===== src/efg_pkg.sv =====
`timescale 1ns / 1ps
`default_nettype none

package efg_pkg;

  localparam int WAITERS_DEF = 8;
  localparam int MASK_W = 32;
  localparam int ID_W = 8;

  localparam logic OP_SEND = 1'b0;
  localparam logic OP_RECV = 1'b1;

  typedef enum logic [1:0] {
    KIND_RECV = 2'd0,
    KIND_WAKE = 2'd1,
    KIND_DONE = 2'd2
  } kind_t;

  typedef enum logic [2:0] {
    ST_OK     = 3'd0,
    ST_EMPTY  = 3'd1,
    ST_UNMET  = 3'd2,
    ST_QUEUED = 3'd3,
    ST_FULL   = 3'd4
  } status_t;

  typedef struct packed {
    logic              operation;
    logic [MASK_W-1:0] bits;
    logic [ID_W-1:0]   waiter_id;
    logic              match_all;
    logic              clear_on_take;
    logic              may_wait;
  } req_t;

  typedef struct packed {
    kind_t             kind;
    status_t           status;
    logic [ID_W-1:0]   woken_id;
    logic [MASK_W-1:0] taken_bits;
    logic              last;
  } rsp_t;

  typedef struct packed {
    logic [MASK_W-1:0] mask;
    logic [ID_W-1:0]   id;
    logic              all;
    logic              clr;
  } slot_t;

  localparam int SLOT_W = $bits(slot_t);

  typedef enum logic [1:0] {
    S_IDLE = 2'd0,
    S_WALK = 2'd1,
    S_DONE = 2'd2
  } state_t;

  typedef struct packed {
    logic take_in;
    logic step;
    logic emit_done;
  } cmd_t;

  typedef struct packed {
    logic is_send;
    logic empty;
    logic count_zero;
    logic slot_hit;
    logic slot_last;
    logic out_free;
  } stat_t;

endpackage

`default_nettype wire


===== src/event_flag_group_waiters_top.sv =====
// Event flag group: a 32-bit flag word and a FIFO of up to WAITERS waiters.
// Request channel (req_valid / req_stall / req): operation 0 sends bits into
// the flags, operation 1 receives, either at once, failing, or by queueing.
// Response channel (rsp_valid / rsp_stall / rsp): a receive returns one
// transaction; a send returns one wake transaction per woken waiter in queue
// order, then a done transaction with last set.
// A receive result is registered and valid the cycle after the request is taken.
// A send first merges its bits into the flags, then walks the queued waiters,
// reading one slot per cycle from the slot RAM while no stalled response holds
// back a woken waiter, and then emits done. One request is in work at a
// time; a new request is taken only once the previous one has finished and
// the response register is free or being drained.
// Reset clears the flags, the queue count and the response valid flag; the
// slot RAM needs no clearing since only queued slots are ever read.
// A stalled response holds its payload and pauses a send walk at the next
// woken waiter; req_stall stays high until the response register frees up and no send is in work.
`timescale 1ns / 1ps
`default_nettype none

module event_flag_group_waiters_top #(
  parameter int WAITERS = efg_pkg::WAITERS_DEF
) (
  input  wire logic          clk,
  input  wire logic          rst,
  input  wire logic          req_valid,
  output logic               req_stall,
  input  wire efg_pkg::req_t req,
  output logic               rsp_valid,
  input  wire logic          rsp_stall,
  output efg_pkg::rsp_t      rsp
);

  efg_pkg::cmd_t  cmd;
  efg_pkg::stat_t stat;

  efg_ctrl u_ctrl (
    .clk       (clk),
    .rst       (rst),
    .req_valid (req_valid),
    .req_stall (req_stall),
    .stat      (stat),
    .cmd       (cmd)
  );

  efg_dp #(
    .WAITERS (WAITERS)
  ) u_dp (
    .clk       (clk),
    .rst       (rst),
    .req       (req),
    .rsp_valid (rsp_valid),
    .rsp_stall (rsp_stall),
    .rsp       (rsp),
    .cmd       (cmd),
    .stat      (stat)
  );

endmodule

`default_nettype wire


===== src/efg_ram.sv =====
`timescale 1ns / 1ps
`default_nettype none

module efg_ram #(
  parameter int WIDTH = 8,
  parameter int DEPTH = 8
) (
  input  wire logic                     clk,
  input  wire logic                     we,
  input  wire logic [$clog2(DEPTH)-1:0] waddr,
  input  wire logic [WIDTH-1:0]         wdata,
  input  wire logic [$clog2(DEPTH)-1:0] raddr,
  output logic      [WIDTH-1:0]         rdata
);

  logic [WIDTH-1:0] mem [DEPTH];

  always_ff @(posedge clk) begin
    if (we) begin
      mem[waddr] <= wdata;
    end
    rdata <= mem[raddr];
  end

endmodule

`default_nettype wire


===== src/efg_ctrl.sv =====
`timescale 1ns / 1ps
`default_nettype none

module efg_ctrl (
  input  wire logic          clk,
  input  wire logic          rst,
  input  wire logic          req_valid,
  output logic               req_stall,
  input  wire efg_pkg::stat_t stat,
  output efg_pkg::cmd_t      cmd
);

  efg_pkg::state_t state;
  efg_pkg::state_t state_next;

  always_ff @(posedge clk) begin
    if (rst) begin
      state <= efg_pkg::S_IDLE;
    end else begin
      state <= state_next;
    end
  end

  always_comb begin
    state_next = state;
    cmd = '0;
    req_stall = 1'b1;
    case (state)
      efg_pkg::S_IDLE: begin
        req_stall = !stat.out_free;
        if (req_valid && stat.out_free) begin
          cmd.take_in = 1'b1;
          if (stat.is_send && !stat.empty) begin
            state_next = stat.count_zero ? efg_pkg::S_DONE : efg_pkg::S_WALK;
          end
        end
      end
      efg_pkg::S_WALK: begin
        if (!stat.slot_hit || stat.out_free) begin
          cmd.step = 1'b1;
          if (stat.slot_last) begin
            state_next = efg_pkg::S_DONE;
          end
        end
      end
      efg_pkg::S_DONE: begin
        if (stat.out_free) begin
          cmd.emit_done = 1'b1;
          state_next = efg_pkg::S_IDLE;
        end
      end
      default: begin
        state_next = efg_pkg::S_IDLE;
      end
    endcase
  end

endmodule

`default_nettype wire


===== src/efg_dp.sv =====
`timescale 1ns / 1ps
`default_nettype none

module efg_dp #(
  parameter int WAITERS = efg_pkg::WAITERS_DEF
) (
  input  wire logic           clk,
  input  wire logic           rst,
  input  wire efg_pkg::req_t  req,
  output logic                rsp_valid,
  input  wire logic           rsp_stall,
  output efg_pkg::rsp_t       rsp,
  input  wire efg_pkg::cmd_t  cmd,
  output efg_pkg::stat_t      stat
);

  localparam int CW = $clog2(WAITERS + 1);
  localparam int IW = $clog2(WAITERS);

  logic [efg_pkg::MASK_W-1:0] flags;
  logic [efg_pkg::MASK_W-1:0] flags_next;
  logic [CW-1:0]              count;
  logic [CW-1:0]              count_next;
  logic [CW-1:0]              idx;
  logic [CW-1:0]              idx_next;
  logic [CW-1:0]              keep;
  logic [CW-1:0]              keep_next;
  logic                       rsp_valid_next;
  efg_pkg::rsp_t              rsp_next;
  logic                       load;

  efg_pkg::slot_t             rd_slot;
  efg_pkg::slot_t             wr_slot;
  logic                       we;
  logic [IW-1:0]              waddr;
  logic [IW-1:0]              raddr;

  logic [CW-1:0]              idx_inc;
  logic [efg_pkg::MASK_W-1:0] slot_match;
  logic                       hit;
  logic [efg_pkg::MASK_W-1:0] req_match;
  logic                       met;
  logic                       full;

  efg_ram #(
    .WIDTH (efg_pkg::SLOT_W),
    .DEPTH (WAITERS)
  ) u_slots (
    .clk   (clk),
    .we    (we),
    .waddr (waddr),
    .wdata (wr_slot),
    .raddr (raddr),
    .rdata (rd_slot)
  );

  assign idx_inc    = idx + CW'(1);
  assign slot_match = rd_slot.mask & flags;
  assign hit        = rd_slot.all ? (slot_match == rd_slot.mask) : (slot_match != '0);
  assign req_match  = req.bits & flags;
  assign met        = req.match_all ? (req_match == req.bits) : (req_match != '0);
  assign full       = (count == CW'(WAITERS));

  always_comb begin
    stat.is_send    = (req.operation == efg_pkg::OP_SEND);
    stat.empty      = (req.bits == '0);
    stat.count_zero = (count == '0);
    stat.slot_hit   = hit;
    stat.slot_last  = (idx_inc == count);
    stat.out_free   = !rsp_valid || !rsp_stall;
  end

  always_comb begin
    flags_next = flags;
    count_next = count;
    idx_next   = idx;
    keep_next  = keep;
    load       = 1'b0;
    rsp_next   = rsp;
    we         = 1'b0;
    waddr      = keep[IW-1:0];
    wr_slot    = rd_slot;
    raddr      = cmd.step ? idx_inc[IW-1:0] : idx[IW-1:0];

    if (cmd.take_in) begin
      raddr = '0;
      load  = 1'b1;
      rsp_next.woken_id   = req.waiter_id;
      rsp_next.taken_bits = '0;
      rsp_next.last       = 1'b1;
      if (req.operation == efg_pkg::OP_SEND) begin
        rsp_next.kind     = efg_pkg::KIND_DONE;
        rsp_next.status   = efg_pkg::ST_EMPTY;
        rsp_next.woken_id = '0;
        if (req.bits != '0) begin
          load       = 1'b0;
          flags_next = flags | req.bits;
          idx_next   = '0;
          keep_next  = '0;
        end
      end else begin
        rsp_next.kind = efg_pkg::KIND_RECV;
        if (req.bits == '0) begin
          rsp_next.status = efg_pkg::ST_EMPTY;
        end else if (met) begin
          rsp_next.status     = efg_pkg::ST_OK;
          rsp_next.taken_bits = req_match;
          if (req.clear_on_take) begin
            flags_next = flags & ~req.bits;
          end
        end else if (!req.may_wait) begin
          rsp_next.status = efg_pkg::ST_UNMET;
        end else if (full) begin
          rsp_next.status = efg_pkg::ST_FULL;
        end else begin
          rsp_next.status = efg_pkg::ST_QUEUED;
          we              = 1'b1;
          waddr           = count[IW-1:0];
          wr_slot.mask    = req.bits;
          wr_slot.id      = req.waiter_id;
          wr_slot.all     = req.match_all;
          wr_slot.clr     = req.clear_on_take;
          count_next      = count + CW'(1);
        end
      end
    end

    if (cmd.step) begin
      idx_next = idx_inc;
      if (hit) begin
        load                = 1'b1;
        rsp_next.kind       = efg_pkg::KIND_WAKE;
        rsp_next.status     = efg_pkg::ST_OK;
        rsp_next.woken_id   = rd_slot.id;
        rsp_next.taken_bits = slot_match;
        rsp_next.last       = 1'b0;
        if (rd_slot.clr) begin
          flags_next = flags & ~slot_match;
        end
      end else begin
        we        = 1'b1;
        keep_next = keep + CW'(1);
      end
    end

    if (cmd.emit_done) begin
      load                = 1'b1;
      rsp_next.kind       = efg_pkg::KIND_DONE;
      rsp_next.status     = efg_pkg::ST_OK;
      rsp_next.woken_id   = '0;
      rsp_next.taken_bits = '0;
      rsp_next.last       = 1'b1;
      count_next          = keep;
    end

    rsp_valid_next = load ? 1'b1 : (rsp_valid && rsp_stall);
  end

  always_ff @(posedge clk) begin
    if (rst) begin
      flags     <= '0;
      count     <= '0;
      rsp_valid <= 1'b0;
    end else begin
      flags     <= flags_next;
      count     <= count_next;
      rsp_valid <= rsp_valid_next;
    end
  end

  always_ff @(posedge clk) begin
    idx  <= idx_next;
    keep <= keep_next;
    if (load) begin
      rsp <= rsp_next;
    end
  end

endmodule

`default_nettype wire

===== config.mk =====
export PLATFORM = sky130hd
export DESIGN_NAME = event_flag_group_waiters_top
export DESIGN_NICKNAME = d
export VERILOG_FILES = /design/src/efg_pkg.sv /design/src/event_flag_group_waiters_top.sv /design/src/efg_ram.sv /design/src/efg_ctrl.sv /design/src/efg_dp.sv
export SDC_FILE = /design/constraint.sdc
export NUM_CORES = 1
export LEC_CHECK = 0
export BUFFER_PORTS_ARGS = -buffer_cell sky130_fd_sc_hd__buf_2
export CAP_MARGIN = 30
export CORE_UTILIZATION = 32
export DETAILED_ROUTE_END_ITERATION = 7
export GPL_TIMING_DRIVEN = 0
export HOLD_SLACK_MARGIN = 0.15
export PLACE_DENSITY_LB_ADDON = 0.3
export RECOVER_POWER = 25
export SYNTH_ARGS = -nofsm -noshare
export SYNTH_HDL_FRONTEND = slang
export SYNTH_HIERARCHICAL = 1
export SYNTH_SLANG_ARGS = --single-unit

===== constraint.sdc =====
create_clock -name clk -period 17.7 [get_ports clk]
set_input_delay 3.54 -clock clk [delete_from_list [all_inputs] [get_ports clk]]
set_output_delay 3.54 -clock clk [all_outputs]
set_load 0.02 [all_outputs]

[Word level (Yosys, flattened, before mapping)]
Memories as Yosys holds them, arrays and structs flattened. A register that Yosys moved wholly into a read port is not among the register bits.
Index checks and enable logic that the tools add are counted.
Storage, ports and cells
  register bits after elaboration: 93
  output and inout bits: 48
  memories: 1
  bits in writable memories: 336
  latch bits: 0
  bits in read-only memories: 0
  logic and storage cells: 146
Memory list
  u_dp.u_slots.mem: words 8, bits a word 42, read ports 1, clocked after memory_dff 1, wr ports 1, line efg_ram.sv:16  | logic [WIDTH-1:0] mem [DEPTH];
Operators by class
  div/mod/pow operators: 0
  magnitude comparators: 0
  bitwise logic cells: 8
  equality and inequality tests: 15
  add/subtract/negate cells: 3
  reductions and logical operators: 24
  multipliers: 0
  multiplexer cells: 84
  shift operators: 0
Operators with widths (count)
  32-bit 2-to-1 mux: 12
  42-bit 2-to-1 mux: 6
  46-bit 2-to-1 mux: 3
  32-bit AND: 4
  32-bit nonzero test: 3
  32-bit == test: 2
  4-bit 2-to-1 mux: 16
  32-bit inverter: 2
  3-bit 2-to-1 mux: 12
  32-bit logical NOT: 1
  32-bit bitwise OR: 1
  1-bit 2-to-1 mux: 26
  4-bit by 1-bit adder with 4-bit output, second input constant: 3
  2-bit 2-to-1 mux: 6
  2-bit by 1-bit inequality test with 1-bit output, second input constant: 5
  2-bit nonzero test: 5
  8-bit 2-to-1 mux: 1
  2-bit inequality test, second input constant: 4
  2-bit case mux with 3 select lines: 1
  6-bit AND reduction: 1
  1-bit logical NOT: 5
  5-bit 2-to-1 mux: 1
  5-bit AND reduction: 1
  4-bit == test: 1
  9 further kinds: 12

[Logic depth before layout (Yosys ltp)]
  word-level depth: 11
  depth in mapped cells: 18
  gate-level depth less buffers: 12

[Modules after synthesis]
Netlist, hierarchy kept.
Modules (own cells, without submodules)
  efg_ram: cells an instance 540, area an instance 13503.0 µm², instances 1
  efg_dp: cells an instance 738, area an instance 6376.1 µm², instances 1
  efg_ctrl: cells an instance 17, area an instance 128.9 µm², instances 1

[Worst setup path after synthesis]
OpenSTA, ideal clock, no wires.
  path type: input port to flip-flop
  from: input port rsp_stall
  to: memory u_dp/u_slots/mem[0][0] (netlist bit), enable pin
  library setup time: 0.494 ns
  path slack: 8.529 ns
  arrival: 8.677 ns
  data required time: 17.206 ns
  path buffers: 3
  stages: 12
  cell sequence: nand2_1 > nand3_1 > nor2_1 > clkbuf_1 > nand2_1 > or3_1 > a21oi_2 > buf_2 > clkbuf_1 > o21ai_0 > nand2b_1 > nor3_1
RTL lines
  from (decl): line event_flag_group_waiters_top.sv:29  | input wire logic rsp_stall,
  to (decl): line efg_ram.sv:16

[Worst setup path after layout]
  from: input port req[38] (netlist bit)
  to: memory u_dp/u_slots/mem[0][18] (netlist bit), enable pin
On the way
  elaborated cells on any way between the ends: 17
  classes of those cells: eq/ne (1); mux (13); bitwise (1); reduce/logical (2)
RTL lines
  from (decl): line event_flag_group_waiters_top.sv:27  | input wire efg_pkg::req_t req,
  32-bit AND: line efg_dp.sv:60  | assign req_match = req.bits & flags;
  32-bit == test or 32-bit nonzero test (tied branches): line efg_dp.sv:61  | assign met = req.match_all ? (req_match == req.bits) : (req_match != '0);
  1-bit 2-to-1 mux: line efg_dp.sv:61
  3-bit 2-to-1 mux: line efg_dp.sv:105  | end else if (met) begin
  3-bit 2-to-1 mux (*): line efg_dp.sv:103  | if (req.bits == '0) begin
  3-bit 2-to-1 mux (*): line efg_dp.sv:91  | if (req.operation == efg_pkg::OP_SEND) begin
  3-bit 2-to-1 mux (*): line efg_dp.sv:85  | if (cmd.take_in) begin
  named net u_dp.waddr[2]: line efg_dp.sv:35  | logic [IW-1:0] waddr;
Mark *: on every way through the listed nets, which the timed path passes. The rest lies on a longest branch.

==> run summary <==
- **Hold Crit Class** register to register
- **WP data required** 17990 ps
- **max-slew violation count** 0
- **final non-filler cell area** 0.0234 sq mm
- **synthesized area per cell** 15.5 sq um
- **Cell variety after synth** 61
- **relative slew slack** 0.300
- **cell row count** 91
- **number of buffers inserted to repair setup after CTS** 0
- **result of the run** finished, final reports clean
- **Starting Density** 0.324
- **Syn Nets** 1347
- **hold-fix buffers at CTS** 0
- **all-layer global routing usage** 0.201
- **Area growth syn-to-layout** 16.8%
- **maximum clock insertion buffer count** 3
- **Die ar.** 0.0635 sq mm
- **clock root buffer** clkbuf_16
- **Yosys top cell area share** 0.579
- **combined buffer and inverter count along the critical path** 7
- **drt total wl** 63700 um
- **synthesized flop and latch total** 471
- **crit path launch type** primary input
- **leading cell type by number of instances after synthesis** edfxtp_1
- **number of nets still failing antenna checks after routing** 0
- **number of standard cells after synthesis** 1295
- **worst setup skew after layout** 18.8 ps
- **Routed WL per cell** 27.2 um
- **DP Cell Count** 2249
- **vias per cell** 5.51
- **Worst Path Arrival** 9400 ps
- **fraction of layout instances using a drive strength above 1** 0.209
- **final cycle utilization of the critical path** 0.515
- **core outline area** 0.0617 sq mm
- **area leader, netlist** edfxtp_1
- **net switching share of the total power** 0.279
- **Fmax** 110 MHz
- **final hold violation count** 0
- **H-tree levels** 2
- **share of total power in sequential cells** 0.490
- **detailed router's first-iteration violation count** 1242
- **unrepaired setup endpoints after global routing** no
- **reported net switching power** 0.802 mW
- **die extent in x** 252 um
- **top fanout value on the critical path** 10
- **antenna violations before repair** 5
- **share of total power in the clock network** 0.345
- **via count** 12900
- **leakage** 7.49 nW
- **drt first pass iters** 7
- **most frequently used flop master after synthesis** edfxtp_1
- **clock latency of the later-clocked register in the worst-skew pair** 590 ps
- **post-detailed-placement cell area** 0.0219 sq mm
- **clock tree from TritonCTS** yes
- **number of flops mapped to enable cells by yosys** 386
- **count of instances resized after the clock tree is built** 0
- **HPWL after detailed placement** 44700 um
- **Mapped Area** 0.0200 sq mm
- **total number of yosys warnings** 6
- **vias in the first global route** 12800
- **clk slew on worst S/H paths** 60 ps
- **number of ports placed on the die boundary** 96
- **Placer Congestion** 0.953
- **Buffers on Ports** 95
- **Max Cap Violations** 0
- **register-to-register setup slack** 11400 ps
- **element type at the critical path end** register
- **wire length of the first global-routing pass** 91600 um
- **min cycle time layout** 9110 ps
- **DRC violations left** 0
- **power per cell area** 123 mW/mm^2
- **Slowest-stage cell, CP** clkbuf_1
- **cells taking the most area after synthesis** edfxtp_1 58%, mux4_2 9.5%, dfxtp_1 8.5%
- **Synth async-reset ratio** 0
- **vertical extent of the die** 252 um
- **total setup violations reported at the end of the flow** 0
- **post-route setup slack** 8590 ps
- **CP max stage delay** 800 ps
- **Worst IR Drop VDD** 0.000102 V
- **slew at the pin closest to its max-slew limit** 1040 ps
- **Commonest cells post-synth** 386 x edfxtp_1, 85 x dfxtp_1, 84 x mux4_2, 73 x mux2_2, 69 x nand2_1
- **worst setup path category** primary input to register
- **pin count of the biggest net entering global routing** 32
- **sequential cell area fraction in the yosys report** 0.664
- **cell breakdown of the critical path** clkbuf_1 > a22o_1 > a211o_1 > a2111oi_0 > buf_1 > nand4_1 > a21oi_1 > clkbuf_1 > clkbuf_1 > o21ai_0 > nand2b_1 > nor3_2 > buf_6 > buf_6 > buf_6
- **non-filler cells, final** 2343
- **count of clock tree sinks** 471
- **Pint** 2.07 mW
- **total overflow reported by the global router** 0
- **Inserted Clock Buffers** 50
- **part of the total power dissipated in combinational logic** 0.166
- **net total in the final layout** 1516
- **largest delay contributor family on the critical path** buffers and inverters
- **worst setup slack after placement** 8690 ps
- **Fin Setup TNS** 0 ps
[flip-flops by register name, indices dropped and copies added (netlist names)]
| name | count |
|---|---|
| u_dp/keep | 4 |
| u_dp/rsp | 46 |
| u_ctrl/state | 2 |
| u_dp/count | 4 |
| u_dp/rsp_valid | 1 |
| u_dp/idx | 4 |
| u_dp/u_slots/mem | 336 |
| u_dp/flags | 32 |
| u_dp/u_slots/rdata | 42 |
[metal layers]
layer,up-vias,part of all wire,global-route usage
met4,8,0.025,0.0594
met2,502,0.46,0.317
met5,-,0.00083,0
li1,5544,-,-
met1,6753,0.45,0.284
met3,98,0.063,0.0329
[cell usage in the layout (no fill, tap or decap), types with 7 or more instances in the layout]
cell       synthesis  final
a211o_1           14     14
a211oi_1           9      9
a21o_1            13     13
a21oi_1           58     59
a221oi_1          51     51
a22oi_1           11     11
a31oi_1           13     13
buf_12             0     11
buf_2             18     53
buf_6              7     16
clkbuf_1          45    122
clkbuf_16          0     51
clkinv_2           0      7
dfxtp_1           85     85
edfxtp_1         386    386
inv_1             55     55
mux2_1             0     14
mux2_2            73     59
mux4_2            84     84
nand2_1           69     68
nand2b_1          20     20
nand3_1           32     32
nand4_1           15     15
nor2_1            26     20
nor2b_1           32     32
nor3_1            26     24
nor4_1            14     14
nor4b_1            9      9
o21ai_0           20     20
o22ai_1            7      7
o2bb2ai_1         12     12
o311a_1           10     10
xnor2_1            7      7
[final cells by class]
type | instances | area, sq um
Clock buffer | 71 | 1380
Timing Repair Buffer | 117 | 747
Inverter | 55 | 206
Clock inverter | 22 | 150
Buffer | 76 | 362
Antenna cell | 1 | 2.50
Sequential cell | 471 | 13300
Multi-Input combinational cell | 693 | 6190
Fill cell | 5923 | 38300
Tap cell | 837 | 1050
[per-stage QoR]
step | power (mW) | hold WS, ps | util
global route | 2.97 | 493 | 0.379
detailed placement | 1.91 | 461 | 0.355
finish | 2.87 | 475 | 0.379
CTS | 2.90 | 476 | 0.380
global placement | 1.90 | 448 | 0.349
floorplan | 1.71 | 432 | -
[power groups by stage]
| stage | Clock [mW] | Combinational [mW] | Sequential, mW |
|---|---|---|---|
| 6_report | 0.990 | 0.476 | 1.41 |
| 5_1_grt | 1.05 | 0.510 | 1.41 |
| 4_1_cts | 1.01 | 0.484 | 1.40 |
| 3_5_place_dp | 0 | 0.482 | 1.43 |
| 3_3_place_gp | 0 | 0.466 | 1.43 |
| 2_1_floorplan | 0 | 0.291 | 1.42 |
[worst register-to-register path, cell delays in order (launching register included)]
cell	delay (ps)
dfxtp_1	380
a22o_1	280
a211o_1	270
a2111oi_0	410
buf_1	220
nand4_1	200
a21oi_1	760
clkbuf_1	630
clkbuf_1	800
o21ai_0	310
nand2b_1	370
nor3_2	720
buf_6	270
buf_6	180
buf_6	180
[cells by family (layout without fill, tap and decap cells)]
family | Yosys count | count (layout) | share of synthesized area
buffers and inverters | 131 | 341 | 0.0291
xor gates and xnor gates | 10 | 10 | 0.00438
AOI/OAI and AO/OA | 248 | 248 | 0.0903
adders and majority gates | 4 | 4 | 0.00250
other | 0 | 1 | 0
muxes | 158 | 158 | 0.136
DFF | 471 | 471 | 0.664
and+or+nand+nor | 273 | 273 | 0.0732
[path summary, 6_finish.rpt]
check	start	end	cells after the start
hold reg to reg	u_dp/keep[3]	u_dp/keep[3]	1
setup reg to reg	u_dp/flags[9]	u_dp/u_slots/mem[0][18]	14
hold / removal	u_dp/keep[3]	u_dp/keep[3]	1
setup / recovery	req[38]	u_dp/u_slots/mem[0][18]	15
Note: power is estimated with default switching activity, not from simulation.
